File: config.mk
export PLATFORM = sky130hd
export DESIGN_NAME = ospf_packet_validator
export DESIGN_NICKNAME = d
export VERILOG_FILES = /design/src/sv/opv_pkg.sv /design/src/sv/ospf_packet_validator.sv /design/src/sv/opv_front.sv /design/src/sv/opv_queue.sv /design/src/sv/opv_back.sv
export VERILOG_INCLUDE_DIRS = /design/src /design/src/sv
export SDC_FILE = /design/constraint.sdc
export NUM_CORES = 1
export LEC_CHECK = 0
export CAP_MARGIN = 20
export CORE_ASPECT_RATIO = 0.75
export CORE_MARGIN = 5
export CORE_UTILIZATION = 53
export DETAILED_ROUTE_END_ITERATION = 10
export DONT_BUFFER_PORTS = 1
export PLACE_DENSITY_LB_ADDON = 0.12
export SYNTH_ARGS = -nofsm -noshare
export SYNTH_HDL_FRONTEND = slang
export SYNTH_SLANG_ARGS = --single-unit
File: constraint.sdc
create_clock -name clk -period 17.2 [get_ports clk]
set_input_delay 0.86 -clock clk [delete_from_list [all_inputs] [get_ports clk]]
set_output_delay 0.86 -clock clk [all_outputs]
set_load 0.01 [all_outputs]
File: src/sv/ospf_packet_validator_defines.svh
// Assertion macros shared by the validator modules.
`ifndef OSPF_PACKET_VALIDATOR_DEFINES_SVH
`define OSPF_PACKET_VALIDATOR_DEFINES_SVH

// Same-cycle implication, disabled during reset.
`define OPV_ASSERT_IMP(label, clk, rst, ante, cons) \
  label: assert property (@(posedge clk) disable iff (rst) (ante) |-> (cons)) \
    else $error("validator assertion failed");

// Next-cycle implication, disabled during reset.
`define OPV_ASSERT_NEXT(label, clk, rst, ante, cons) \
  label: assert property (@(posedge clk) disable iff (rst) (ante) |=> (cons)) \
    else $error("validator assertion failed");

`endif

File: src/sv/opv_pkg.sv
// Shared types and constants of the OSPF packet validator.
`timescale 1ns / 1ps
`default_nettype none
package opv_pkg;

  localparam int QUEUE_DEPTH = 2;

  localparam logic [7:0]  VERSION_RESET = 8'd2;
  localparam logic [7:0]  TYPE_HELLO    = 8'd1;
  localparam logic [7:0]  TYPE_LSU      = 8'd4;
  localparam logic [31:0] HELLO_DST     = 32'hE000_0005;
  localparam logic [16:0] BASE_LEN      = 17'd24;
  localparam logic [16:0] HELLO_LEN     = 17'd32;
  localparam logic [35:0] LSU_BASE_LEN  = 36'd32;

  localparam logic [3:0] ERR_OK        = 4'd0;
  localparam logic [3:0] ERR_SHORT     = 4'd1;
  localparam logic [3:0] ERR_LEN       = 4'd2;
  localparam logic [3:0] ERR_VERSION   = 4'd3;
  localparam logic [3:0] ERR_AUTH      = 4'd4;
  localparam logic [3:0] ERR_TYPE      = 4'd5;
  localparam logic [3:0] ERR_CKSUM     = 4'd6;
  localparam logic [3:0] ERR_HELLO_LEN = 4'd7;
  localparam logic [3:0] ERR_PADDING   = 4'd8;
  localparam logic [3:0] ERR_DST       = 4'd9;
  localparam logic [3:0] ERR_LSU_LEN   = 4'd10;

  localparam logic [1:0] KIND_OTHER = 2'd0;
  localparam logic [1:0] KIND_HELLO = 2'd1;
  localparam logic [1:0] KIND_LSU   = 2'd2;

  // Everything the verdict needs, captured at the end of one packet.
  typedef struct packed {
    logic [16:0] byte_count;
    logic [15:0] length_seen;
    logic [7:0]  version_seen;
    logic [7:0]  type_seen;
    logic [15:0] sum;
    logic [15:0] stored_checksum;
    logic        auth_nonzero;
    logic        padding_nonzero;
    logic [31:0] advert_count;
    logic [31:0] ip_dst;
    logic        ip_header_present;
  } job_t;

  typedef struct packed {
    logic empty;
    logic full;
  } q_status_t;

endpackage
`default_nettype wire

File: src/sv/ospf_packet_validator.sv
// Top level of the streaming OSPF packet header validator.
// Takes one packet byte per clock while in_stall is low and gives one verdict
// per packet, on the item carrying last_byte. The byte front end does a single 16-bit
// ones-complement add and field capture per byte; at the last byte it hands a job to a
// queue of QueueDepth entries, and the back end runs the checks and registers the result.
// The job waits in a queue entry until the back end pops it and registers the verdict;
// out_stall can hold it there. in_stall rises only when the queue is full, i.e. when results
// are held back by out_stall; packets of a single byte each can still be taken one per
// cycle while the output flows.
`timescale 1ns / 1ps
`default_nettype none
module ospf_packet_validator #(
  parameter int QueueDepth = opv_pkg::QUEUE_DEPTH
) (
  input  wire logic        clk,
  input  wire logic        rst,
  input  wire logic        cfg_write_en,
  input  wire logic [7:0]  cfg_write_data,
  input  wire logic        in_valid,
  output logic             in_stall,
  input  wire logic [7:0]  data_byte,
  input  wire logic        last_byte,
  input  wire logic [31:0] ip_dst,
  input  wire logic        ip_header_present,
  output logic             out_valid,
  input  wire logic        out_stall,
  output logic             packet_ok,
  output logic [3:0]       error_code,
  output logic [1:0]       packet_kind
);

  logic [7:0]          expected_version_reg;
  logic                accept;
  logic                push;
  logic                pop;
  opv_pkg::job_t       push_job;
  opv_pkg::job_t       head_job;
  opv_pkg::q_status_t  status;

  always_ff @(posedge clk) begin
    if (rst) begin
      expected_version_reg <= opv_pkg::VERSION_RESET;
    end else if (cfg_write_en) begin
      expected_version_reg <= cfg_write_data;
    end
  end

  assign in_stall = status.full;
  assign accept   = in_valid & ~in_stall;

  opv_front u_front (
    .clk               (clk),
    .rst               (rst),
    .accept            (accept),
    .data_byte         (data_byte),
    .last_byte         (last_byte),
    .ip_dst            (ip_dst),
    .ip_header_present (ip_header_present),
    .push              (push),
    .push_job          (push_job)
  );

  opv_queue #(
    .Depth (QueueDepth)
  ) u_queue (
    .clk      (clk),
    .rst      (rst),
    .push     (push),
    .push_job (push_job),
    .pop      (pop),
    .head_job (head_job),
    .status   (status)
  );

  opv_back u_back (
    .clk              (clk),
    .rst              (rst),
    .head_job         (head_job),
    .status           (status),
    .expected_version (expected_version_reg),
    .out_stall        (out_stall),
    .pop              (pop),
    .out_valid        (out_valid),
    .packet_ok        (packet_ok),
    .error_code       (error_code),
    .packet_kind      (packet_kind)
  );

endmodule
`default_nettype wire

File: src/sv/opv_front.sv
// Byte front end: counts, captures header fields and sums, emits one job per packet.
`timescale 1ns / 1ps
`default_nettype none
`include "ospf_packet_validator_defines.svh"
module opv_front (
  input  wire logic          clk,
  input  wire logic          rst,
  input  wire logic          accept,
  input  wire logic [7:0]    data_byte,
  input  wire logic          last_byte,
  input  wire logic [31:0]   ip_dst,
  input  wire logic          ip_header_present,
  output logic               push,
  output opv_pkg::job_t      push_job
);

  logic [16:0] byte_count;
  logic [15:0] sum;
  logic [7:0]  high_byte_hold;
  logic [7:0]  version_seen;
  logic [7:0]  type_seen;
  logic [15:0] length_seen;
  logic [15:0] stored_checksum;
  logic        auth_nonzero;
  logic        padding_nonzero;
  logic [31:0] advert_count;

  logic [16:0] byte_count_upd;
  logic [15:0] sum_upd;
  logic [7:0]  high_byte_hold_upd;
  logic [7:0]  version_upd;
  logic [7:0]  type_upd;
  logic [15:0] length_upd;
  logic [15:0] checksum_upd;
  logic        auth_upd;
  logic        padding_upd;
  logic [31:0] advert_upd;

  logic        live;
  logic        even;
  logic [7:0]  v;
  logic [15:0] add_word;
  logic [16:0] raw_sum;
  logic [15:0] folded;

  assign live = ~byte_count[16];
  assign even = ~byte_count[0];
  // checksum field itself counts as zero in the sum
  assign v = (byte_count == 17'd12 || byte_count == 17'd13) ? 8'h00 : data_byte;
  // an even byte on its own (odd-length tail) is padded low
  assign add_word = even ? {v, 8'h00} : {high_byte_hold, v};
  assign raw_sum = {1'b0, sum} + {1'b0, add_word};
  assign folded = raw_sum[16] ? (raw_sum[15:0] + 16'd1) : raw_sum[15:0];

  always_comb begin
    byte_count_upd     = byte_count;
    sum_upd            = sum;
    high_byte_hold_upd = high_byte_hold;
    version_upd        = version_seen;
    type_upd           = type_seen;
    length_upd         = length_seen;
    checksum_upd       = stored_checksum;
    auth_upd           = auth_nonzero;
    padding_upd        = padding_nonzero;
    advert_upd         = advert_count;
    if (live) begin
      case (byte_count)
        17'd0:   version_upd  = data_byte;
        17'd1:   type_upd     = data_byte;
        17'd2:   length_upd   = {data_byte, 8'h00};
        17'd3:   length_upd   = {length_seen[15:8], data_byte};
        17'd12:  checksum_upd = {data_byte, 8'h00};
        17'd13:  checksum_upd = {stored_checksum[15:8], data_byte};
        default: ;
      endcase
      if (byte_count >= 17'd14 && byte_count <= 17'd23 && data_byte != 8'h00) begin
        auth_upd = 1'b1;
      end
      if (byte_count >= 17'd28 && byte_count <= 17'd31) begin
        advert_upd = {advert_count[23:0], data_byte};
      end
      if ((byte_count == 17'd30 || byte_count == 17'd31) && data_byte != 8'h00) begin
        padding_upd = 1'b1;
      end
      if (even) begin
        high_byte_hold_upd = v;
      end
      if (!even || last_byte) begin
        sum_upd = folded;
      end
      byte_count_upd = byte_count + 17'd1;
    end
  end

  assign push = accept & last_byte;

  always_comb begin
    push_job.byte_count        = byte_count_upd;
    push_job.length_seen       = length_upd;
    push_job.version_seen      = version_upd;
    push_job.type_seen         = type_upd;
    push_job.sum               = sum_upd;
    push_job.stored_checksum   = checksum_upd;
    push_job.auth_nonzero      = auth_upd;
    push_job.padding_nonzero   = padding_upd;
    push_job.advert_count      = advert_upd;
    push_job.ip_dst            = ip_dst;
    push_job.ip_header_present = ip_header_present;
  end

  always_ff @(posedge clk) begin
    if (rst || push) begin
      byte_count      <= '0;
      sum             <= '0;
      high_byte_hold  <= '0;
      version_seen    <= '0;
      type_seen       <= '0;
      length_seen     <= '0;
      stored_checksum <= '0;
      auth_nonzero    <= 1'b0;
      padding_nonzero <= 1'b0;
      advert_count    <= '0;
    end else if (accept) begin
      byte_count      <= byte_count_upd;
      sum             <= sum_upd;
      high_byte_hold  <= high_byte_hold_upd;
      version_seen    <= version_upd;
      type_seen       <= type_upd;
      length_seen     <= length_upd;
      stored_checksum <= checksum_upd;
      auth_nonzero    <= auth_upd;
      padding_nonzero <= padding_upd;
      advert_count    <= advert_upd;
    end
  end

  `OPV_ASSERT_NEXT(a_clear_after_last, clk, rst, push, byte_count == 17'd0 && sum == 16'd0)
  `OPV_ASSERT_IMP(a_count_saturates, clk, rst, byte_count[16], byte_count[15:0] == 16'd0)

endmodule
`default_nettype wire

File: src/sv/opv_queue.sv
// Short job queue between the byte front end and the verdict back end.
`timescale 1ns / 1ps
`default_nettype none
`include "ospf_packet_validator_defines.svh"
module opv_queue #(
  parameter int Depth = opv_pkg::QUEUE_DEPTH
) (
  input  wire logic           clk,
  input  wire logic           rst,
  input  wire logic           push,
  input  wire opv_pkg::job_t  push_job,
  input  wire logic           pop,
  output opv_pkg::job_t       head_job,
  output opv_pkg::q_status_t  status
);

  localparam int PtrW = (Depth > 1) ? $clog2(Depth) : 1;
  localparam int CntW = $clog2(Depth + 1);

  opv_pkg::job_t entries [Depth];
  logic [PtrW-1:0] wr_ptr;
  logic [PtrW-1:0] rd_ptr;
  logic [CntW-1:0] count;

  assign head_job     = entries[rd_ptr];
  assign status.empty = (count == '0);
  assign status.full  = (count == CntW'(Depth));

  always_ff @(posedge clk) begin
    if (push) begin
      entries[wr_ptr] <= push_job;
    end
  end

  always_ff @(posedge clk) begin
    if (rst) begin
      wr_ptr <= '0;
      rd_ptr <= '0;
      count  <= '0;
    end else begin
      if (push) begin
        wr_ptr <= (wr_ptr == PtrW'(Depth - 1)) ? '0 : wr_ptr + 1'b1;
      end
      if (pop) begin
        rd_ptr <= (rd_ptr == PtrW'(Depth - 1)) ? '0 : rd_ptr + 1'b1;
      end
      case ({push, pop})
        2'b10:   count <= count + 1'b1;
        2'b01:   count <= count - 1'b1;
        default: count <= count;
      endcase
    end
  end

  `OPV_ASSERT_IMP(a_no_overflow, clk, rst, push, !status.full)
  `OPV_ASSERT_IMP(a_no_underflow, clk, rst, pop, !status.empty)

endmodule
`default_nettype wire

File: src/sv/opv_back.sv
// Verdict back end: runs the checks in order on one job and registers the result.
`timescale 1ns / 1ps
`default_nettype none
`include "ospf_packet_validator_defines.svh"
module opv_back (
  input  wire logic                clk,
  input  wire logic                rst,
  input  wire opv_pkg::job_t       head_job,
  input  wire opv_pkg::q_status_t  status,
  input  wire logic [7:0]          expected_version,
  input  wire logic                out_stall,
  output logic                     pop,
  output logic                     out_valid,
  output logic                     packet_ok,
  output logic [3:0]               error_code,
  output logic [1:0]               packet_kind
);

  logic [35:0] need;
  logic [3:0]  err;
  logic [1:0]  kind;
  logic        is_hello;
  logic        is_lsu;

  assign is_hello = (head_job.type_seen == opv_pkg::TYPE_HELLO);
  assign is_lsu   = (head_job.type_seen == opv_pkg::TYPE_LSU);
  // 32 + 12 * adverts, as 8a + 4a
  assign need = opv_pkg::LSU_BASE_LEN + {1'b0, head_job.advert_count, 3'b000}
              + {2'b00, head_job.advert_count, 2'b00};

  always_comb begin
    err = opv_pkg::ERR_OK;
    if (head_job.byte_count < opv_pkg::BASE_LEN) begin
      err = opv_pkg::ERR_SHORT;
    end else if (head_job.byte_count != {1'b0, head_job.length_seen}) begin
      err = opv_pkg::ERR_LEN;
    end else if (head_job.version_seen != expected_version) begin
      err = opv_pkg::ERR_VERSION;
    end else if (head_job.auth_nonzero) begin
      err = opv_pkg::ERR_AUTH;
    end else if (!is_hello && !is_lsu) begin
      err = opv_pkg::ERR_TYPE;
    end else if (~head_job.sum != head_job.stored_checksum) begin
      err = opv_pkg::ERR_CKSUM;
    end else if (is_hello) begin
      if (head_job.byte_count < opv_pkg::HELLO_LEN) begin
        err = opv_pkg::ERR_HELLO_LEN;
      end else if (head_job.padding_nonzero) begin
        err = opv_pkg::ERR_PADDING;
      end else if (head_job.ip_header_present && head_job.ip_dst != opv_pkg::HELLO_DST) begin
        err = opv_pkg::ERR_DST;
      end
    end else if ({19'd0, head_job.byte_count} < need) begin
      err = opv_pkg::ERR_LSU_LEN;
    end
  end

  assign kind = is_hello ? opv_pkg::KIND_HELLO :
                is_lsu   ? opv_pkg::KIND_LSU : opv_pkg::KIND_OTHER;

  assign pop = !status.empty && (!out_valid || !out_stall);

  always_ff @(posedge clk) begin
    if (rst) begin
      out_valid <= 1'b0;
    end else if (pop) begin
      out_valid <= 1'b1;
    end else if (!out_stall) begin
      out_valid <= 1'b0;
    end
  end

  always_ff @(posedge clk) begin
    if (pop) begin
      packet_ok   <= (err == opv_pkg::ERR_OK);
      error_code  <= err;
      packet_kind <= kind;
    end
  end

  `OPV_ASSERT_IMP(a_ok_matches_code, clk, rst, out_valid,
                  packet_ok == (error_code == opv_pkg::ERR_OK))
  `OPV_ASSERT_NEXT(a_pop_shows_result, clk, rst, pop, out_valid)

endmodule
`default_nettype wire

======== Yosys cells after proc, flatten, opt, wreduce, memory -nomap -nowiden ========
Memories as Yosys holds them, arrays and structs flattened. A register that Yosys moved wholly into a read port is not among the register bits.
Cells that the tools add are included.
word-level totals
  register bits ........................... 143
  memories kept ........................... 1
  memory bits (writable) .................. 296
  input bits .............................. 55
  logic and storage cells ................. 122
  output and inout port bits .............. 9
memories
  name             words  width  rd ports  clocked after Yosys merged registers in  write ports  line             RTL
  u_queue.entries  2      148    1         1                                        1            opv_queue.sv:20  opv_pkg::job_t entries [Depth];
operators by class
  add/sub/neg operators ................... 9
  multiplexer cells ....................... 41
  bitwise operators ....................... 6
  order comparisons ....................... 7
  reduce and logical (&&, ||, !) cells .... 23
  equality and inequality tests ........... 17
operators with widths
  kind                     count
  $mux W16                 6
  $mux W32                 2
  $pmux W16 S2             2
  $mux W4                  11
  $mux W8                  5
  $add A36 B34 Y36         1
  $add A6 B35 Y36 const A  1
  $lt A17 B36 Y1           1
  $eq A17 B2 Y1 const B    2
  $eq A17 B4 Y1 const B    2
  $eq A17 B5 Y1 const B    2
  $le A17 B5 Y1 const B    2
  $ne A32 B32 Y1 const B   1
  $add A16 B16 Y17         1
  $add A17 B1 Y17 const B  1
  $eq A17 B1 Y1 const B    1
  $ge A17 B4 Y1 const B    1
  $ge A17 B5 Y1 const B    1
  $logic_not A17 Y1        1
  $lt A17 B5 Y1 const B    1
  $lt A17 B6 Y1 const B    1
  $mux W17                 1
  $ne A17 B16 Y1           1
  $add A16 B1 Y16 const B  1
  24 further kinds         54

======== Logic depth before layout (Yosys ltp) ========
  word-level depth ........................ 13
  gate-level depth with buffers ........... 28
  depth with buffers taken out ............ 22

======== Cells and area by module ========
A second synthesis with hierarchy kept.
unflattened totals
  cell total of the unflattened synthesis .. 1956
  area, all modules ....................... 22634.2 µm²
by module, submodules not included
  module                 cells an instance  instances  seq. area each (µm²)  area an instance (µm²)
  opv_queue              482                1          8988.6                10872.9
  opv_front              952                1          2462.4                7638.6
  opv_back               495                1          230.2                 3826.2
  ospf_packet_validator  27                 1          160.2                 296.5

======== Worst setup path after synthesis ========
OpenSTA, ideal clock, no wires.
  path type ............................... input to register
  start ................................... input in_valid
  end ..................................... memory u_queue.entries[0][0] (netlist name) (enable)
  data required time ...................... 16.542 ns
  path slack .............................. 9.138 ns
  arrival time ............................ 7.404 ns
  buffers on the path ..................... 1
  stages on the path ...................... 4
  cell sequence ........................... and2_1 clkbuf_1 nand2_1 nor2_1
on the way
  cells in the longest elaborated chain, start to end .. 4
RTL lines
  element                        line                         RTL
  start, declared                ospf_packet_validator.sv:19  input wire logic in_valid,
  $and A1 B1 Y1                  ospf_packet_validator.sv:49  assign accept = in_valid & ~in_stall;
  $and A1 B1 Y1                  opv_front.sv:95              assign push = accept & last_byte;
  $mux W1                        opv_queue.sv:30              if (push) begin
  $mux W1 (not written as such)  opv_queue.sv:31              entries[wr_ptr] <= push_job;
  end, declared                  opv_queue.sv:20
Every way passes these cells.

==> run_results.csv <==
group,metric,value,unit
global_routing,grt_use_total,22.1,%
floorplan,core,39700,um^2
placement,dp_slack,11680,ps
synthesis,netlist_instances,1910,
worst_setup_path,cp-end-kind,"register",
floorplan,ioPinCount,64,
power,vdd_drop_max,0.0883,mV
global_routing,grt_start_max_net_pins,79,
floorplan,die_h,184,um
timing,finalSetupViolCount,0,
timing,setup_ws,11610,ps
detailed_routing,drt-initial-drc-count,1433,
global_routing,grt_pass1_vias,13758,
worst_setup_path,reg2reg_depth,21,
synthesis,synth_warnings,0,
detailed_routing,via_count,14411,
floorplan,start_util,53.9,%
timing,final_max_slew_viol_count,0,
global_routing,grt_first_pass_wirelength,78700,um
synthesis,synth.distinct_cells,85,
timing,hold_viol_final,0,
synthesis,ys_top_cells_by_area,"edfxtp_1 42%, dfxtp_1 13%, ha_1 5.9%",
clock_network,cts.sinks,440,
clock_network,holdBufCountCts,0,
timing,fin_crit_sh,32.5,%
clock_network,post_cts_buffers,0,
synthesis,syn_nets,2068,
global_routing,grt_antenna_before_repair,0,
detailed_routing,drc,0,
power,p_per_area,146,nW/um^2
clock_network,clock_latency,560,ps
synthesis,ys_async_sr_fraction,0,%
worst_setup_path,cp_max_fo,34,
synthesis,synth_edf_count,303,
synthesis,netlist_area,21400,um^2
clock_network,postCtsResizedCells,0,
timing,clock-skew-final,28.2,ps
timing,grt_setup_unrepaired,"false",
detailed_routing,viasPerCell,5.90,
clock_network,cts_buffers,44,
cells_and_area,fill_cells,3269,
synthesis,ys_ff_latch,440,
placement,hpwlAfterDp,34300,um
placement,routabilityCongestion,0.858,
synthesis,synth_top_area_cell,"edfxtp_1",
hold_path,hold_class,"input port to register",
global_routing,grtUsageMet1,33.4,%
global_routing,use_met2,33.1,%
global_routing,grtUsageMet3,3.99,%
clock_network,htreeDepth,2,
global_routing,grt_overflow,0,
synthesis,ys_seq_area_share,55.3,%
cells_and_area,largest_register_ffs,296,
clock_network,cts_buffer_depth,3,
hold_path,hold-path-cell-count,1,
floorplan,die_x,242,um
synthesis,synth_top_cell_area_share,42.5,%
clock_network,path_clk_slew,60,ps
floorplan,rows,63,
global_routing,gr-max-usage-layer,"met1",
timing,slew_headroom,27.8,%
worst_setup_path,crit_type,"register to register",
cells_and_area,fin_nets,2044,
detailed_routing,drt_first_pass_iters,6,
detailed_routing,post_drt_wl_per_cell,20.6,um
timing,fmax,0.179,GHz
job,cap_violations,0,
cells_and_area,largestRegisters,"u_queue.entries x296, u_front.advert_count x32, u_front.byte_count x17",
clock_network,cts_tree,"yes",
status,outcome,"complete, no violations",
timing,fin_tns_setup,0,ps
clock_network,cts-root-buf,"clkbuf_16",
timing,min_period,5590,ps
cells_and_area,drive_gt1_share,10.8,%
detailed_routing,totalWireLength,50200,um
cells_and_area,syn_to_final_growth,8.77,%
floorplan,die_area,44600,um^2
worst_setup_path,reg2reg_setup_slack,11610,ps
detailed_routing,ant_nets,0,
worst_setup_path,required,17510,ps
timing,worst_slew_pin_slew,1080,ps
cells_and_area,regMostFlops,"u_queue.entries",
synthesis,ys.flop_type,"edfxtp_1",
synthesis,avgSynthCellArea,11.2,um^2
worst_setup_path,arrival,5900,ps
worst_setup_path,startpoint_type,"register",
power,leakagePower,8.49,nW
placement,port_buffers,0,
[cell usage after synthesis, types with 10 or more instances]
cell type and number:
edfxtp_1 303, nor2_1 233, nand2_1 167, dfxtp_1 137, ha_1 101, a21oi_1 95, xnor2_1 95, mux2_2 92
nor3_1 89, o21ai_0 79, xor2_1 52, clkbuf_1 50, inv_1 34, nand3_1 33, nor4_1 33, mux2i_1 28
nand4_1 22, and3_1 19, o21ai_1 18, a21o_1 13, o211ai_1 13, nand2b_1 12, buf_1 11, buf_2 11
nor2b_1 10
[layer usage]
layer	up-vias	wire, um
li1	6931	-
met4	0	1100
met5	-	0
met2	415	21500
met1	6989	24400
met3	76	3230
[cells by family (layout without fill, tap and decap cells)]
kind of cell | after synthesis | after routing | share of synthesized area [%]
AO/OA/AOI/OAI | 313 | 313 | 9.39
multiplexers | 120 | 120 | 6.14
XOR/XNOR | 147 | 147 | 6.01
AND/OR/NAND/NOR | 670 | 670 | 14.6
other | 0 | 1 | 0
buffers and inverters | 117 | 128 | 2.45
flip-flops | 440 | 440 | 55.3
adder cells (fa/ha/maj) | 103 | 103 | 6.09
[cell usage in the layout (no fill, tap or decap), drive strengths merged, types with 10 or more instances in the layout]
cell / count
and3: 19
nand4: 24
nor2b: 10
nor3: 89
mux2: 92
clkbuf: 58
a21o: 13
clkinv: 11
nand3: 33
inv: 41
nand2b: 12
a211oi: 10
nand2: 167
edfxtp: 303
xor2: 52
dfxtp: 137
xnor2: 95
a21oi: 98
o21ai: 99
nor2: 234
mux2i: 28
buf: 13
nor4: 34
o211ai: 13
ha: 101
[final timing paths]
check / from / to
min: rst / register
min reg2reg: u_front.stored_checksum[13] / u_front.stored_checksum[13]
max reg2reg: register / u_back.error_code[3]
max: register / u_back.error_code[3]
[final cells by class]
class	instances	area, um^2	share of cell area (%)
Sequential cell	440	11800	50.8
Multi-Input combinational cell	1353	9090	39.0
Clock buffer	58	1250	5.35
Tap cell	520	651	2.79
Clock inverter	23	239	1.03
Inverter	34	128	0.548
Timing Repair Buffer	13	97.6	0.419
Antenna cell	1	2.50	0.0107
[report_power, final]
part,internal (mW),total [mW],switching (mW)
logic,0.410,1.07,0.660
clock network,0.575,0.985,0.410
registers,1.27,1.34,0.0678
[through the flow]
stage	hold slack (ps)	instance area (um^2)	power, mW	utilization, %	std cells
finish	360	23300	3.39	58.6	2442
CTS	333	23300	3.40	58.6	2441
detailed placement	448	21800	2.41	54.9	2360
global placement	442	21800	2.40	54.9	2360
floorplan	436	21400	2.18	-	1910
global route	328	23300	3.59	58.6	2441
[critical path: stages, from the launching register on]
cell and delay, ps:
dfxtp_4 720, mux2_2 430, ha_1 280, ha_1 240, fa_1 420, a21oi_2 160, o22ai_1 170, nor2_1 240
o21a_1 170, o21ai_0 110, xnor2_1 170, ha_1 300, nand2_1 90, nor4_1 270, o31ai_1 120, o211ai_1 110
nand4_1 110, nor4_1 310, and4_1 220, nand4_1 210, or2_1 300, nor3b_2 160
No activity file was read; power rests on OpenSTA's default activity.
